$ cat src/afhc_pkg.sv
// ----------------------------------------------------------------------------
// Audio frame header checker package
// Shared word types, register indexes, profile and status codes.
// ----------------------------------------------------------------------------
package afhc_pkg;

  localparam int unsigned CFG_IDX_W  = 1;
  localparam int unsigned CFG_DATA_W = 16;
  localparam int unsigned CNT_W      = 32;
  localparam int unsigned HLEN_W     = 5;

  localparam logic [CFG_IDX_W-1:0] CFG_PROFILE     = 1'd0;
  localparam logic [CFG_IDX_W-1:0] CFG_MAX_PAYLOAD = 1'd1;

  localparam logic [1:0] PROF_NONE  = 2'd0;
  localparam logic [1:0] PROF_LONG  = 2'd1;
  localparam logic [1:0] PROF_SHORT = 2'd2;

  localparam logic [HLEN_W-1:0] LONG_HDR_LEN  = 5'd16;
  localparam logic [HLEN_W-1:0] SHORT_HDR_LEN = 5'd4;
  localparam logic [7:0]        HDR_VERSION   = 8'd2;

  localparam logic [15:0] MAX_PAYLOAD_RST = 16'd1275;

  typedef enum logic [2:0] {
    ST_OK      = 3'd0,
    ST_SHORT   = 3'd1,
    ST_HEADER  = 3'd2,
    ST_LENGTH  = 3'd3,
    ST_PAYLOAD = 3'd4
  } status_t;

  typedef struct packed {
    logic [7:0] in_byte;
    logic       in_last;
  } in_word_t;

  typedef struct packed {
    logic [7:0]  out_byte;
    logic        out_valid;
    logic        out_last;
    logic [2:0]  status;
    logic [31:0] timestamp;
    logic [15:0] body_bytes;
  } out_word_t;

  typedef struct packed {
    logic [CFG_IDX_W-1:0]  index;
    logic [CFG_DATA_W-1:0] wdata;
  } cfg_word_t;

  typedef struct packed {
    logic [1:0]  profile;
    logic [15:0] max_payload;
  } cfg_regs_t;

  typedef struct packed {
    logic     valid;
    in_word_t word;
  } stage_t;

  function automatic logic [HLEN_W-1:0] hdr_len(input logic [1:0] profile);
    logic [HLEN_W-1:0] len;
    unique case (profile)
      PROF_NONE: len = '0;
      PROF_LONG: len = LONG_HDR_LEN;
      default:   len = SHORT_HDR_LEN;
    endcase
    return len;
  endfunction

endpackage

$ cat src/afhc_stream_if.sv
// ----------------------------------------------------------------------------
// Valid/ready stream interface
// One word moves at a clock edge where valid and ready are both high.
// ----------------------------------------------------------------------------
interface afhc_stream_if #(
  parameter type payload_t = logic
) ();
  logic     valid;
  logic     ready;
  payload_t data;

  modport source (output valid, output data, input ready);
  modport sink   (input valid, input data, output ready);
endinterface

$ cat src/afhc_cfg_regs.sv
// ----------------------------------------------------------------------------
// Configuration registers
// Holds the framing profile and the payload length limit.
// ----------------------------------------------------------------------------
module afhc_cfg_regs
  import afhc_pkg::*;
(
  input  logic              clk,
  input  logic              rst_n,
  afhc_stream_if.sink       cfg_ch,
  output cfg_regs_t         regs
);

  cfg_regs_t regs_r;
  cfg_regs_t regs_nxt;
  cfg_word_t wr;

  assign wr           = cfg_ch.data;
  assign cfg_ch.ready = 1'b1;
  assign regs         = regs_r;

  always_comb begin
    regs_nxt = regs_r;
    if (cfg_ch.valid) begin
      unique case (wr.index)
        CFG_PROFILE:     regs_nxt.profile     = wr.wdata[1:0];
        CFG_MAX_PAYLOAD: regs_nxt.max_payload = wr.wdata[15:0];
        default:         regs_nxt = regs_r;
      endcase
    end
  end

  always_ff @(posedge clk) begin
    if (!rst_n) begin
      regs_r.profile     <= PROF_NONE;
      regs_r.max_payload <= MAX_PAYLOAD_RST;
    end else begin
      regs_r <= regs_nxt;
    end
  end

endmodule

$ cat src/afhc_in_stage.sv
// ----------------------------------------------------------------------------
// Input register
// Captures one frame word and holds it until the checker takes it.
// ----------------------------------------------------------------------------
module afhc_in_stage
  import afhc_pkg::*;
(
  input  logic         clk,
  input  logic         rst_n,
  afhc_stream_if.sink  in_ch,
  input  logic         take,
  output stage_t       stage
);

  logic     valid_r;
  logic     valid_nxt;
  in_word_t word_r;

  assign in_ch.ready = !valid_r || take;
  assign stage.valid = valid_r;
  assign stage.word  = word_r;

  always_comb begin
    valid_nxt = valid_r;
    if (in_ch.valid && in_ch.ready) begin
      valid_nxt = 1'b1;
    end else if (take) begin
      valid_nxt = 1'b0;
    end
  end

  always_ff @(posedge clk) begin
    if (!rst_n) begin
      valid_r <= 1'b0;
    end else begin
      valid_r <= valid_nxt;
    end
  end

  always_ff @(posedge clk) begin
    if (in_ch.valid && in_ch.ready) begin
      word_r <= in_ch.data;
    end
  end

endmodule

$ cat src/afhc_frame_check.sv
// ----------------------------------------------------------------------------
// Frame checker
// Tracks the frame state, checks header bytes, passes payload bytes on and
// closes each frame with a status into the result register.
// ----------------------------------------------------------------------------
module afhc_frame_check
  import afhc_pkg::*;
(
  input  logic          clk,
  input  logic          rst_n,
  input  cfg_regs_t     regs,
  input  stage_t        stage,
  output logic          take,
  afhc_stream_if.source out_ch
);

  logic [CNT_W-1:0]  cnt_r, cnt_nxt;
  logic              bad_r, bad_nxt;
  logic [31:0]       len_r, len_nxt;
  logic [31:0]       time_r, time_nxt;
  logic              out_v_r, out_v_nxt;
  out_word_t         out_word_r, out_word_nxt;

  logic [HLEN_W-1:0] hlen;
  logic [CNT_W-1:0]  total;
  logic [CNT_W-1:0]  plen;
  logic [7:0]        b;
  logic              last;
  logic              rsvd;
  logic              is_hdr;
  logic              is_pay;
  logic              produce;
  logic              short_frame;
  status_t           status;

  assign b    = stage.word.in_byte;
  assign last = stage.word.in_last;
  assign hlen = hdr_len(regs.profile);
  assign rsvd = (regs.profile != PROF_NONE) && (regs.profile != PROF_LONG) &&
                (regs.profile != PROF_SHORT);

  assign is_hdr  = !rsvd && (cnt_r[CNT_W-1:HLEN_W] == '0) && (cnt_r[HLEN_W-1:0] < hlen);
  assign is_pay  = !rsvd && !is_hdr;
  assign produce = is_pay || last;
  assign take    = stage.valid && (!produce || !out_v_r || out_ch.ready);

  assign total = (cnt_r == '1) ? cnt_r : cnt_r + 1'b1;

  always_comb begin
    bad_nxt  = bad_r;
    len_nxt  = len_r;
    time_nxt = time_r;
    if (is_hdr) begin
      if (regs.profile == PROF_LONG) begin
        if (cnt_r[3:0] == 4'd1) begin
          if (b != HDR_VERSION) bad_nxt = 1'b1;
        end else if (cnt_r[3:0] < 4'd8) begin
          if (b != 8'd0) bad_nxt = 1'b1;
        end else if (cnt_r[3:0] < 4'd12) begin
          time_nxt = {time_r[23:0], b};
        end else begin
          len_nxt = {len_r[23:0], b};
        end
      end else begin
        if (cnt_r[3:0] < 4'd2) begin
          if (b != 8'd0) bad_nxt = 1'b1;
        end else begin
          len_nxt = {len_r[23:0], b};
        end
      end
    end
  end

  assign short_frame = rsvd ||
                       ((total[CNT_W-1:HLEN_W] == '0) && (total[HLEN_W-1:0] < hlen));
  assign plen = short_frame ? '0 : total - {{(CNT_W-HLEN_W){1'b0}}, hlen};

  always_comb begin
    priority if (short_frame) begin
      status = ST_SHORT;
    end else if (regs.profile != PROF_NONE && bad_nxt) begin
      status = ST_HEADER;
    end else if (regs.profile != PROF_NONE && len_nxt != plen) begin
      status = ST_LENGTH;
    end else if (plen == '0 || plen > {16'd0, regs.max_payload}) begin
      status = ST_PAYLOAD;
    end else begin
      status = ST_OK;
    end
  end

  always_comb begin
    out_word_nxt = '0;
    if (is_pay) begin
      out_word_nxt.out_byte  = b;
      out_word_nxt.out_valid = 1'b1;
    end
    if (last) begin
      out_word_nxt.out_last   = 1'b1;
      out_word_nxt.status     = status;
      out_word_nxt.timestamp  = (regs.profile == PROF_LONG) ? time_nxt : 32'd0;
      out_word_nxt.body_bytes = (plen[CNT_W-1:16] != '0) ? 16'hFFFF : plen[15:0];
    end
  end

  always_comb begin
    out_v_nxt = out_v_r;
    if (take && produce) begin
      out_v_nxt = 1'b1;
    end else if (out_ch.ready) begin
      out_v_nxt = 1'b0;
    end
  end

  always_comb begin
    cnt_nxt = cnt_r;
    if (take) begin
      cnt_nxt = last ? '0 : total;
    end
  end

  always_ff @(posedge clk) begin
    if (!rst_n) begin
      cnt_r   <= '0;
      bad_r   <= 1'b0;
      len_r   <= '0;
      time_r  <= '0;
      out_v_r <= 1'b0;
    end else begin
      cnt_r   <= cnt_nxt;
      out_v_r <= out_v_nxt;
      if (take) begin
        bad_r  <= last ? 1'b0 : bad_nxt;
        len_r  <= last ? '0 : len_nxt;
        time_r <= last ? '0 : time_nxt;
      end
    end
  end

  always_ff @(posedge clk) begin
    if (take && produce) begin
      out_word_r <= out_word_nxt;
    end
  end

  assign out_ch.valid = out_v_r;
  assign out_ch.data  = out_word_r;

endmodule

$ cat src/audio_frame_header_checker_core.sv
// ----------------------------------------------------------------------------
// Audio frame header checker
// Checks framed audio bytes against the configured header profile, passes
// payload bytes on and closes each frame with a status word.
// ----------------------------------------------------------------------------
//   Channel  Direction  Word
//   in_ch    sink       in_byte, in_last
//   out_ch   source     out_byte, out_valid, out_last, status, timestamp,
//                       body_bytes
//   cfg_ch   sink       index, wdata (0 profile, 1 max_payload)
//
// One byte is taken every cycle while no result is stalled; a result word is
// offered behind the input register and the result register once its byte is
// accepted. rst_n is synchronous and clears the frame state, the registers and
// the handshakes. A stalled result holds the checker; a byte that gives no
// result still drains while the result waits.
// ----------------------------------------------------------------------------
module audio_frame_header_checker_core
  import afhc_pkg::*;
(
  input  logic          clk,
  input  logic          rst_n,
  afhc_stream_if.sink   in_ch,
  afhc_stream_if.source out_ch,
  afhc_stream_if.sink   cfg_ch
);

  cfg_regs_t regs;
  stage_t    stage;
  logic      take;

  afhc_cfg_regs u_cfg_regs (
    .clk    (clk),
    .rst_n  (rst_n),
    .cfg_ch (cfg_ch),
    .regs   (regs)
  );

  afhc_in_stage u_in_stage (
    .clk   (clk),
    .rst_n (rst_n),
    .in_ch (in_ch),
    .take  (take),
    .stage (stage)
  );

  afhc_frame_check u_frame_check (
    .clk    (clk),
    .rst_n  (rst_n),
    .regs   (regs),
    .stage  (stage),
    .take   (take),
    .out_ch (out_ch)
  );

  out_word_t ow;
  assign ow = out_ch.data;

  a_no_empty_result: assert property (@(posedge clk) disable iff (!rst_n)
    out_ch.valid |-> (ow.out_valid || ow.out_last))
    else $error("result word carries neither a byte nor a frame close");

  a_mid_frame_zero: assert property (@(posedge clk) disable iff (!rst_n)
    (out_ch.valid && !ow.out_last) |->
      (ow.status == ST_OK && ow.timestamp == 32'd0 && ow.body_bytes == 16'd0))
    else $error("frame summary fields set on a word that does not close the frame");

  a_no_hdr_status: assert property (@(posedge clk) disable iff (!rst_n)
    (out_ch.valid && ow.out_last && regs.profile == PROF_NONE) |->
      (ow.status == ST_OK || ow.status == ST_PAYLOAD))
    else $error("header status reported for a profile without header");

endmodule
$ cat src/flat_wrapper.sv
// flat-port wrapper written by rule: the top's interface ports become plain ports
module audio_frame_header_checker_core_flat import afhc_pkg::*;
  (clk, rst_n, in_ch_valid, in_ch_data, in_ch_ready, out_ch_valid, out_ch_data, out_ch_ready, cfg_ch_valid, cfg_ch_data, cfg_ch_ready);
  afhc_stream_if in_ch_i ();
  afhc_stream_if out_ch_i ();
  afhc_stream_if cfg_ch_i ();
  input  logic clk;
  input  logic rst_n;
  input wire logic [$bits(in_ch_i.valid)-1:0] in_ch_valid;
  input wire logic [$bits(in_ch_i.data)-1:0] in_ch_data;
  output wire logic [$bits(in_ch_i.ready)-1:0] in_ch_ready;
  output wire logic [$bits(out_ch_i.valid)-1:0] out_ch_valid;
  output wire logic [$bits(out_ch_i.data)-1:0] out_ch_data;
  input wire logic [$bits(out_ch_i.ready)-1:0] out_ch_ready;
  input wire logic [$bits(cfg_ch_i.valid)-1:0] cfg_ch_valid;
  input wire logic [$bits(cfg_ch_i.data)-1:0] cfg_ch_data;
  output wire logic [$bits(cfg_ch_i.ready)-1:0] cfg_ch_ready;
  assign in_ch_i.valid = in_ch_valid;
  assign in_ch_i.data = in_ch_data;
  assign in_ch_ready = in_ch_i.ready;
  assign out_ch_valid = out_ch_i.valid;
  assign out_ch_data = out_ch_i.data;
  assign out_ch_i.ready = out_ch_ready;
  assign cfg_ch_i.valid = cfg_ch_valid;
  assign cfg_ch_i.data = cfg_ch_data;
  assign cfg_ch_ready = cfg_ch_i.ready;
  audio_frame_header_checker_core u_core (.clk(clk), .rst_n(rst_n), .in_ch(in_ch_i), .out_ch(out_ch_i), .cfg_ch(cfg_ch_i));
endmodule
$ cat config.mk
export PLATFORM = sky130hd
export DESIGN_NAME = audio_frame_header_checker_core_flat
export DESIGN_NICKNAME = d
export VERILOG_FILES = /design/src/afhc_pkg.sv /design/src/afhc_stream_if.sv /design/src/afhc_cfg_regs.sv /design/src/afhc_in_stage.sv /design/src/afhc_frame_check.sv /design/src/audio_frame_header_checker_core.sv /design/src/flat_wrapper.sv
export SDC_FILE = /design/constraint.sdc
export NUM_CORES = 1
export LEC_CHECK = 0
export BUFFER_PORTS_ARGS = -buffer_cell sky130_fd_sc_hd__buf_2
export CAP_MARGIN = 20
export CORE_MARGIN = 3
export CORE_UTILIZATION = 30
export CTS_CLUSTER_SIZE = 14
export DETAILED_ROUTE_END_ITERATION = 16
export GPL_TIMING_DRIVEN = 0
export HOLD_SLACK_MARGIN = 0.1
export REMOVE_ABC_BUFFERS = 1
export SLEW_MARGIN = 25
export SYNTH_ARGS = -nofsm -noshare
export SYNTH_HDL_FRONTEND = slang
export SYNTH_SLANG_ARGS = --single-unit
$ cat constraint.sdc
create_clock -name clk -period 4.02 [get_ports clk]
set_clock_uncertainty 0.15 [all_clocks]
set_input_delay 0.402 -clock clk [delete_from_list [all_inputs] [get_ports clk]]
set_output_delay 0.402 -clock clk [all_outputs]
set_load 0.01 [all_outputs]
## Word level (Yosys, flattened, before mapping)

Index checks and enable logic that the tools add are counted.

- Add/subtract/negate cells: 2
- $lt $le $gt $ge: 2
- Equality and inequality tests: 1
- Multiplexer cells: 9
- Reductions and logical operators: 19

Operators with widths:

| operator | number |
|---|---|
| 32-bit two-way mux | 3 |
| 27-bit zero test | 2 |
| 32-bit by 1-bit adder with 32-bit output, second input constant | 1 |
| 32-bit == test, second input constant | 1 |
| 32-bit by 5-bit subtractor with 32-bit output | 1 |
| 16-bit nonzero test | 1 |
| 5-bit less-than comparator | 2 |
| 5-bit case mux with 2 select lines | 1 |
| 1-bit logical AND | 5 |
| 1-bit two-way mux | 5 |
| 1-bit zero test | 4 |
| 1-bit logical OR | 4 |
| 2-bit nonzero test | 2 |
| 2-bit zero test | 1 |

- Flip-flop bits (word level): 37
- Input port bits: 7
- Word-level logic and storage cells: 39

## Depth between registers and ports, before layout

Gate-level depths: netlist of run 1.

- Depth in word-level cells: 13
- Depth in mapped cells: 15

## Modules after synthesis

Synthesis of run 1 repeated with hierarchy kept, for this count alone.

- Cell total of the unflattened synthesis: 387
- Area total of the unflattened synthesis: 3,088.0 sq um

By module, submodules not included:

| module | times used | cells each | area an instance (sq um) | seq. area each (sq um) |
|---|---|---|---|---|
| afhc_frame_check | 1 | 348 | 2,750.1 | 690.7 |
| afhc_cfg_regs | 1 | 23 | 178.9 | 20.0 |
| afhc_in_stage | 1 | 16 | 158.9 | 50.0 |

## Worst setup path before layout of run 1

Ideal clock, no wire load.

- Path type: register -> register
- From: reg u_core.u_frame_check.cnt_r[0]
- To: reg u_core.u_frame_check.out_word_r, in the netlist u_core.u_frame_check.out_ch.data (data pin)
- Arrival: 3,703 ps
- Data required time: 3,601 ps
- Path slack: -102 ps
- Cell stages (with the launch flop): 15
- Period minus slack after synthesis: 4,122 ps
- Cells stage by stage: dfxtp_1 > ha_1 > buf_2 > nand4_1 > nor4_1 > nand3_1 > nand4_1 > xnor2_1 > ha_1 > o21ai_0 > a31oi_1 > or3_1 > a2111o_1 > nor4_1 > a21oi_1

- Word-level cells in the longest chain between the ends: 7

Ends and longest elaborated chain:

| what | RTL line | RTL |
|---|---|---|
| from (decl) | afhc_frame_check.sv:17 | `logic [CNT_W-1:0] cnt_r, cnt_nxt;` |
| from (signal assigned) | afhc_frame_check.sv:130 | `cnt_r <= cnt_nxt;` |
| 32-bit by 1-bit adder with 32-bit output or 32-bit == test (tied branches) | afhc_frame_check.sv:47 | `assign total = (cnt_r == '1) ? cnt_r : cnt_r + 1'b1;` |
| 32-bit two-way mux (*) | afhc_frame_check.sv:47 |  |
| parallel branches: the longest is 2 deep, another holds 32-bit by 5-bit subtractor with 32-bit output | n/a |  |
| 32-bit two-way mux (*) | afhc_frame_check.sv:76 | `assign plen = short_frame ? '0 : total - {{(CNT_W-HLEN_W){1'b0}}, hlen};` |
| 16-bit nonzero test | afhc_frame_check.sv:102 | `out_word_nxt.body_bytes = (plen[CNT_W-1:16] != '0) ? 16'hFFFF : plen[15:0];` |
| 1-bit two-way mux (*) | afhc_frame_check.sv:102 |  |
| to (signal assigned) | afhc_frame_check.sv:142 | `out_word_r <= out_word_nxt;` |
| to (decl) | afhc_frame_check.sv:22 | `out_word_t out_word_r, out_word_nxt;` |

Every way passes the cells marked *.
A chain may end at the register's enable or synchronous reset.

## Worst setup path in the final report of run 1

Same ends and word-level chain as after synthesis.

==> metrics.txt, run 1 <==
outcome complete, no violations; worst-skew pair later-pin latency 300 ps; initial antenna violation count 0; Post-synth EDFFs 2; placed insts 515; largest net degree at the start of global routing 36; Filler cells 991; # setup viols final 0; first-pass GRT wire length 14400 um; Layout Cell Area excl Fill 0.00344 sq mm; multi-input combinational cell area 0.00222 sq mm; wl on met1 3930 um; Area Growth Syn to Fin 14.5%; total power 712 uW; crit path cell chain ha_4 -> nand4_1 -> or4_4 -> a21oi_2 -> xnor2_1 -> or4b_1 -> nor2_4 -> a31oi_1 -> a2111o_1 -> nor4_2 -> a21oi_1; Mapped Area 0.00300 sq mm; Remaining Overflow, GRT 0; Worst path slowest cell or4_4; critical path class reg -> reg; main combinational cell family by area after synthesis simple AND/OR/NAND/NOR gates; clk root buf clkbuf_8; Final Non-Filler Cells 534; Leak 0.00120 uW; startpoint types register; CP endpoint kind register; sequential cell area 781 sq um; pins over their slew limit 0; placed cell areas 0.00309 sq mm; RD Place Congestion 0.928; RR Startpoint u_core.u_frame_check.cnt_r[0]; initial core utilization 31.6%; GRT Overall Usage 15.7%; Die Y 106 um; Slew headroom 31.8%; HP Class in -> reg; post-synth top area share 23.3%; DR WL met2 4190 um; post-synthesis simple-gate area fraction 36.0%; Crit path required time 3900 ps; IO Pins 11; fin util 36.2%; final wirelength 8910 um; DR vias/cell 5.82; CP max stage delay 630 ps; fin crit period 3940 ps; TritonRoute pass-1 iters 5; die area 0.0113 sq mm; hold path start in_ch_data; TritonCTS Buffers 5; worst path arrival time 3820 ps; Fin. Hold Viols 0; Post-Synth XOR/XNOR Area 6.12%; Yosys top cell by area dfxtp_1; CTS tree built; Crit Path Max Fanout 7; DP Wirelength 6180 um; Synth Flop Type dfxtp_1; metal3 WL 624 um; Max Cap Violations 0; Clock Pin Slew Worst Setup and Hold Paths 80 ps; Final TNS setup 0 ps; residual DRC count 0; post-synthesis sequential area ratio 25.3%; layout cell share with drive strength beyond 1 17.3%; #FFs+latches synth 37; Max VDD drop 0.0989 mV; clock tree buffer depth 2; Die W 106 um; Tcrit/Tclk final 97.9%; antenna fix cells 0; Antenna Nets Post-Route 0; DRT iter0 DRCs 262; top layer in use met4; row count 35; clock sink total 37; Worst setup startpoint u_core.u_frame_check.cnt_r[0]; Synth Area in Compound Gates 23.1%; # port buffers 9; Slew @ Worst Pin 1020 ps; Adder-Cell Fraction of Synth Area 1.67%; max frequency 254 MHz; cts hold-fix bufs 0; vias in the first global route 2911; Core Region 0.00950 sq mm; Vias 3106; Synth warnings 0; Synth top cells by count dfxtp_1, o21ai_0, nand2_1; PwrDens 207 mW/mm^2; top post-synthesis cells by area dfxtp_1, o21ai_0, nand4_1; WL per Instance 16.7 um; Yosys cell types 54; asr flop ratio synth 0%; multiplexer area fraction after synthesis 1.33%; Syn Inst Count 414; H-tree depth 2; mean post-synth cell area 7.26 sq um; fin nets 415
[layout by cell type (no fill, tap or decap), types with 3 or more instances in the layout]
cell and count:
nand2b_1 3, dfxtp_2 10, nor2b_1 9, a21boi_0 10
nand3_1 15, nand2_1 32, xor2_1 9, nor4_1 10
o21ai_0 35, o31ai_1 10, buf_4 11, a31oi_1 8
and2_1 22, or2_2 4, clkbuf_8 6, nor2_1 29
inv_1 7, ha_1 3, dfxtp_1 23, a22oi_1 3
nor3_1 5, xnor2_1 11, nor3_4 3, buf_2 9
or4_1 3, mux2i_1 4, or3_1 6, nand4_1 25
a21oi_1 19, and3_1 10
[final timing paths]
path,end,depth (start not counted),slack (ps)
worst max-delay path,u_core.u_frame_check.out_ch.data,11,80
worst min-delay path,u_core.u_in_stage.stage[0],1,120
worst max register to register,u_core.u_frame_check.out_ch.data,11,80
worst min register to register,u_core.u_frame_check.cnt_r[9],2,400
[critical path, delay by kind of cell (launching register included)]
kind / cells / cell delay [ps]
DFF: 1 / 400
AOI/OAI and AO/OA: 4 / 880
adders and majority gates: 1 / 190
xor gates and xnor gates: 1 / 190
and+or+nand+nor: 5 / 1850
[what timing repair did]
item / 4_1_cts / 5_1_grt
gates resized for setup: 20 / 23
buffers inserted: 3 / 8
pin swaps: 3 / 9
setup endpoints to repair: 1 / 1
[metrics by stage]
step                      worst slack [ps]  hold WS (ps)
after CTS                             4.57           118
final                                 84.4           122
after global placement               -1150           361
after detailed placement              -657           411
after global routing                 -24.3           118
after floorplan                       -103           328
[where the power goes]
group | leakage [uW] | internal (uW) | switching (uW)
registers | 0.000308 | 372 | 7.84
logic | 0.000844 | 21.8 | 32.3
clock network | 0.0000455 | 140 | 137
[registers in the layout, indices dropped and copies added, names as in the netlist]
signal,cells
u_core.u_in_stage.valid_r,1
u_core.u_cfg_regs.regs,1
u_core.u_frame_check.out_ch.data,1
u_core.u_in_stage.stage,1
u_core.u_frame_check.cnt_r,32
u_core.u_frame_check.out_ch.valid,1
[logic make-up after synthesis]
group / count (synthesis)
mux: 4
flops: 37
simple gates: 194
xor+xnor: 21
other cells: 1
fa+ha+maj: 4
compound gates: 108
buf+inv: 45
[area by class of cell]
type                            instances  share of cell area, %
Inverter                                7                  0.764
Multi-Input combinational cell        332                   64.7
Sequential cell                        37                   22.7
Tap cell                              129                   4.69
Clock buffer                            8                   2.62
Timing Repair Buffer                   21                   4.51
[routing by layer]
metal	up-vias	track usage, %
met2	122	25.1
met1	1465	21.2
li1	1502	-
met4	0	6.11
met3	17	2.31
met5	-	0
No activity file was read; power rests on OpenSTA's default activity.
==> run 2: changes to the inputs <==
MAX_ROUTING_LAYER = met4   (was unset)
==> run 2 against run 1 <==
Effect of this change:
- count of clock-buffer cells in the layout unchanged
- register-to-register slack gained 70 ps
- die area stayed put
- sequential power about the same
- cell count rose by 0.94%
- power decreased by 2.9%
==> metrics.txt, run 2 (synthesized netlist as in run 1, its figures left out) <==
placed insts 515 (unchanged); Slew headroom 33.0% (+1.2 points); fin crit period 3870 ps (-70.6 ps); clock tree buffer depth 2 (unchanged); outcome complete, no violations; IO Pins 11 (unchanged); DRT iter0 DRCs 245 (-6.5%); critical path class reg -> reg; Remaining Overflow, GRT 0 (unchanged); vias in the first global route 2834 (-2.6%); die area 0.0113 sq mm (unchanged); initial antenna violation count 0 (unchanged); max frequency 259 MHz (+1.8%); Clock Pin Slew Worst Setup and Hold Paths 70 ps (about the same); R2R depth 11 (unchanged); worst-skew pair later-pin latency 290 ps (about the same); Crit path required time 3890 ps (about the same); DR vias/cell 5.81 (about the same); GRT Overall Usage 16.7% (+1.0 points); Crit Path Max Fanout 7 (unchanged); first-pass GRT wire length 15000 um (+3.7%); fin nets 420 (+1.2%); TritonCTS Buffers 5 (unchanged); Max Cap Violations 0 (unchanged); Die Y 106 um (unchanged); Fin. Hold Viols 0 (unchanged); row count 35 (unchanged); crit path cell chain ha_4 -> nand4_1 -> or4_4 -> a21oi_2 -> xnor2_1 -> or4b_1 -> nor2_4 -> a31oi_1 -> a2111o_1 -> nor4_2 -> a21oi_1; CP max stage delay 610 ps (-20 ps); CTS tree built; Vias 3132 (+0.84%); final wirelength 9130 um (+2.4%); WL per Instance 16.9 um (+1.5%); worst path arrival time 3730 ps (-90 ps); cts hold-fix bufs 0 (unchanged); largest net degree at the start of global routing 36 (unchanged); Filler cells 1002 (+1.1%); Final Non-Filler Cells 539 (+0.94%); Area Growth Syn to Fin 16.5%; Top reg by flops u_core.u_frame_check.cnt_r; most frequent cells in the layout o21ai_0, nand2_1, nor2_1; # port buffers 9 (unchanged); DP Wirelength 6250 um (+1.1%); Die W 106 um (unchanged); HP Class in -> reg; pins over their slew limit 0 (unchanged); PwrDens 198 mW/mm^2 (-4.6%); Slew @ Worst Pin 1010 ps (-14.2 ps); clk root buf clkbuf_8; CP endpoint kind register; placed cell areas 0.00308 sq mm (-0.40%); antenna fix cells 0 (unchanged); H-tree depth 2 (unchanged); Worst path slowest cell or4_4; Tcrit/Tclk final 96.1% (-1.8 points); most common cell after layout, fill and taps aside o21ai_0; startpoint types register; Largest register FFs 32 (unchanged); initial core utilization 31.6% (unchanged); Hold Crit Depth 1 (unchanged); Leak 0.00124 uW (+3.2%); layout cell share with drive strength beyond 1 18.8% (+1.5 points); TritonRoute pass-1 iters 5 (unchanged); Max VDD drop 0.0992 mV (+0.34%); Layout Cell Area excl Fill 0.00350 sq mm (+1.7%); RD Place Congestion 0.891 (-4.0%); Antenna Nets Post-Route 0 (unchanged); # setup viols final 0 (unchanged); Core Region 0.00950 sq mm (unchanged); residual DRC count 0 (unchanged); Final TNS setup 0 ps (unchanged); clock sink total 37 (unchanged)
run 2: cell types whose count changed in the layout (fill, tap and decap cells not counted), sizes merged:
cell,before,now
buf,21,26
run 2: timing repair:
| item | 4_1_cts | 5_1_grt |
|---|---|---|
| resized for setup | 19 | 32 |
| pin swaps | 4 | 9 |
| setup endpoints to repair | 1 | 1 |
| setup buffers | 4 | 12 |
run 2: cell type report:
type                       count  area, sq um  area share (%)
tap                          129          161            4.61
timing repair buffer          26          180            5.15
sequential                    37          781            22.3
multi-input combinational    332         2270            64.9
inverter                       7         26.3           0.751
clock buffer                   8         80.1            2.29
run 2: layer usage:
layer | vias up | track usage [%] | routed length (um)
met4 | 0 | 5.46 | 200
met2 | 119 | 25.2 | 4120
met5 | - | - | 0
li1 | 1509 | - | -
met1 | 1489 | 23.4 | 4200
met3 | 15 | 1.94 | 605
run 2: final timing paths:
path / start / end / slack [ps]
setup / recovery: u_core.u_frame_check.cnt_r[0] / u_core.u_frame_check.out_ch.data / 150
hold / removal: in_ch_data / u_core.u_in_stage.stage[0] / 140
setup reg to reg: u_core.u_frame_check.cnt_r[0] / u_core.u_frame_check.out_ch.data / 150
hold reg to reg: u_core.u_frame_check.cnt_r[1] / u_core.u_frame_check.cnt_r[1] / 430
run 2: metrics by stage:
stage	total power (uW)	hold WS, ps	util (%)	setup WS (ps)
floorplan	416	328	-	-103
global placement	436	361	32.1	-1150
detailed placement	440	412	32.4	-646
CTS	702	138	34.4	19.5
global route	720	135	36.8	-0.721
finish	691	140	36.8	155
run 2: where the power goes:
group	switching [uW]	internal, uW
sequential	7.84	372
clock	135	123
combinational	31.8	20.7
total	175	516
run 2: critical path, delay by kind of cell, from the launching register on:
| kind | cells | cell delay (ps) |
|---|---|---|
| AND/OR/NAND/NOR | 5 | 1750 |
| AO/OA/AOI/OAI | 4 | 920 |
| flip-flops | 1 | 400 |
| adder cells (fa/ha/maj) | 1 | 190 |
| XOR/XNOR | 1 | 190 |
==> run 3: changes to the inputs <==
CORE_UTILIZATION = 56   (was 30)
PLACE_DENSITY = 0.76   (was unset)
==> run 3 against run 2 <==
Effect of this change:
- the flow now finishes with violations (setup timing)
- wire length grew 0.68%
- maximum frequency shrank 4.6%
- count of clock-buffer cells in the layout shrank 3
==> metrics.txt, run 3 (synthesized netlist as in run 1, its figures left out) <==
worst-skew pair later-pin latency 300 ps (about the same); Remaining Overflow, GRT 0 (unchanged); CP Buf/Inv Count 2 (+2); DRT iter0 DRCs 537 (+120%); vias in the first global route 2941 (+3.8%); Area Growth Syn to Fin 12.6%; Clock Pin Slew Worst Setup and Hold Paths 80 ps (about the same); GRT Overall Usage 30.7% (+14 points); Hold Crit Depth 1 (unchanged); sw frac 26.1% (+0.85 points); # setup viols final 1 (+1); final wirelength 9190 um (+0.68%); clk root buf clkbuf_8; TritonCTS Buffers 5 (unchanged); WL per Instance 19.2 um (+14%); Top reg by flops u_core.u_frame_check.cnt_r; layout cell share with drive strength beyond 1 18.9% (+0.092 points); Leak 0.00122 uW (-1.5%); pins over their slew limit 0 (unchanged); fin nets 418 (-0.48%); Pint 507 uW (-1.8%); placed insts 456 (-11%); # port buffers 9 (unchanged); CTS tree built; initial antenna violation count 0 (unchanged); Antenna Nets Post-Route 0 (unchanged); Filler cells 457 (-54%); row count 26 (-26%); Slew @ Worst Pin 1020 ps (+14.8 ps); H-tree depth 2 (unchanged); PwrDens 203 mW/mm^2 (+2.7%); outcome finished with violations; Core Region 0.00514 sq mm (-46%); part of the power in registers 55.0% (about the same); die area 0.00628 sq mm (-44%); Crit path required time 3890 ps (about the same); delay-heaviest family, CP simple AND/OR/NAND/NOR gates; Tcrit/Tclk final 101% (+4.6 points); CP max stage delay 570 ps (-40 ps); clock tree buffer depth 2 (unchanged); Final WS setup -30.9 ps (-186 ps); cts hold-fix bufs 0 (unchanged); DP Wirelength 5840 um (-6.6%); initial core utilization 58.4% (+27 points); residual DRC count 0 (unchanged); Worst path slowest cell or4_4; Die Y 79.2 um (-25%); pre-CTS setup slack -936 ps (-290 ps); CP endpoint kind register; fin crit period 4050 ps (+186 ps); clock sink total 37 (unchanged); IO Pins 11 (unchanged); startpoint types register; RD Place Congestion 1.04 (+16%); Fin. Hold Viols 0 (unchanged); Max VDD drop 0.142 mV (+43%); largest net degree at the start of global routing 36 (unchanged); crit path cell chain ha_4 -> nand4_1 -> buf_4 -> or4_4 -> a21oi_4 -> xnor2_1 -> or4b_4 -> buf_4 -> nor4_1 -> a21oi_1 -> o311ai_0 -> a21oi_1; worst path arrival time 3920 ps (+190 ps); R2R depth 12 (+1); critical path class reg -> reg; total power 687 uW (-0.66%); Final Non-Filler Cells 478 (-11%); most frequent cells in the layout o21ai_0, nand2_1, nor2_1; failing checks setup timing; Logic pwr share 7.6% (about the same); Die W 79.2 um (-25%); HP Class in -> reg; Clk pwr share 37.4% (about the same); critical path depth in cells 12 (+1); Slew headroom 31.7% (-1.2 points); DR vias/cell 7.01 (+21%); Vias 3350 (+7.0%); first-pass GRT wire length 14800 um (-1.3%); TritonRoute pass-1 iters 7 (+2); most common cell after layout, fill and taps aside o21ai_0; Max Cap Violations 0 (unchanged); max frequency 247 MHz (-4.6%); Switch Pwr 180 uW (+2.7%); Crit Path Max Fanout 7 (unchanged); Largest register FFs 32 (unchanged); antenna fix cells 0 (unchanged)
-- run 3: final cells by class --
class	count	area (sq um)	share of cell area, %
tap	70	87.6	2.59
clock buffer	5	68.8	2.03
multi-input combinational	332	2230	65.9
sequential	37	793	23.4
inverter	7	26.3	0.777
clock inverter	3	12.5	0.370
timing repair buffer	24	165	4.88
-- run 3: what timing repair did --
item / CTS / global route
endpoints found under the setup margin: 1 / 1
setup buffers: 7 / 7
gates resized for setup: 31 / 22
pin swaps: 7 / 5
-- run 3: power by group through the flow --
stage               sequential [uW]  clock [uW]  combinational, uW
floorplan                       387           0               28.9
global placement                388           0               45.5
detailed placement              389           0               49.9
CTS                             381         259               50.3
global route                    378         272               58.0
finish                          378         257               52.1
-- run 3: per-layer routing --
metal	GRT usage, %	up-vias	share of wire (%)
met5	-	-	0
met4	16.0	0	5.4
met3	5.56	64	10
met2	43.9	243	43
met1	41.1	1532	41
li1	-	1511	-
-- run 3: worst register-to-register path, delay by kind of cell (launching register included) --
kind | cells | cell delay [ps]
AO/OA/AOI/OAI | 4 | 900
buffers and inverters | 2 | 370
flip-flops | 1 | 400
XOR/XNOR | 1 | 180
adder cells (fa/ha/maj) | 1 | 190
AND/OR/NAND/NOR | 4 | 1580
-- run 3: stage by stage --
stage	hold WS, ps	cell area (sq um)	TNS (ps)	utilization, %
floorplan	328	2840	-103	-
global placement	361	2970	-4870	57.8
detailed placement	405	3000	-936	58.3
CTS	121	3280	0	63.7
global route	120	3380	-60.5	65.8
finish	119	3380	-30.9	65.8
-- run 3: final timing paths --
| kind | slack [ps] | endpoint | startpoint |
|---|---|---|---|
| worst max-delay path | -30 | u_core.u_frame_check.out_ch.data | u_core.u_frame_check.cnt_r[0] |
| worst min-delay path | 120 | u_core.u_in_stage.stage[0] | in_ch_data |
| worst min register to register | 410 | u_core.u_cfg_regs.regs[16] | u_core.u_cfg_regs.regs[16] |
| worst max register to register | -30 | u_core.u_frame_check.out_ch.data | u_core.u_frame_check.cnt_r[0] |
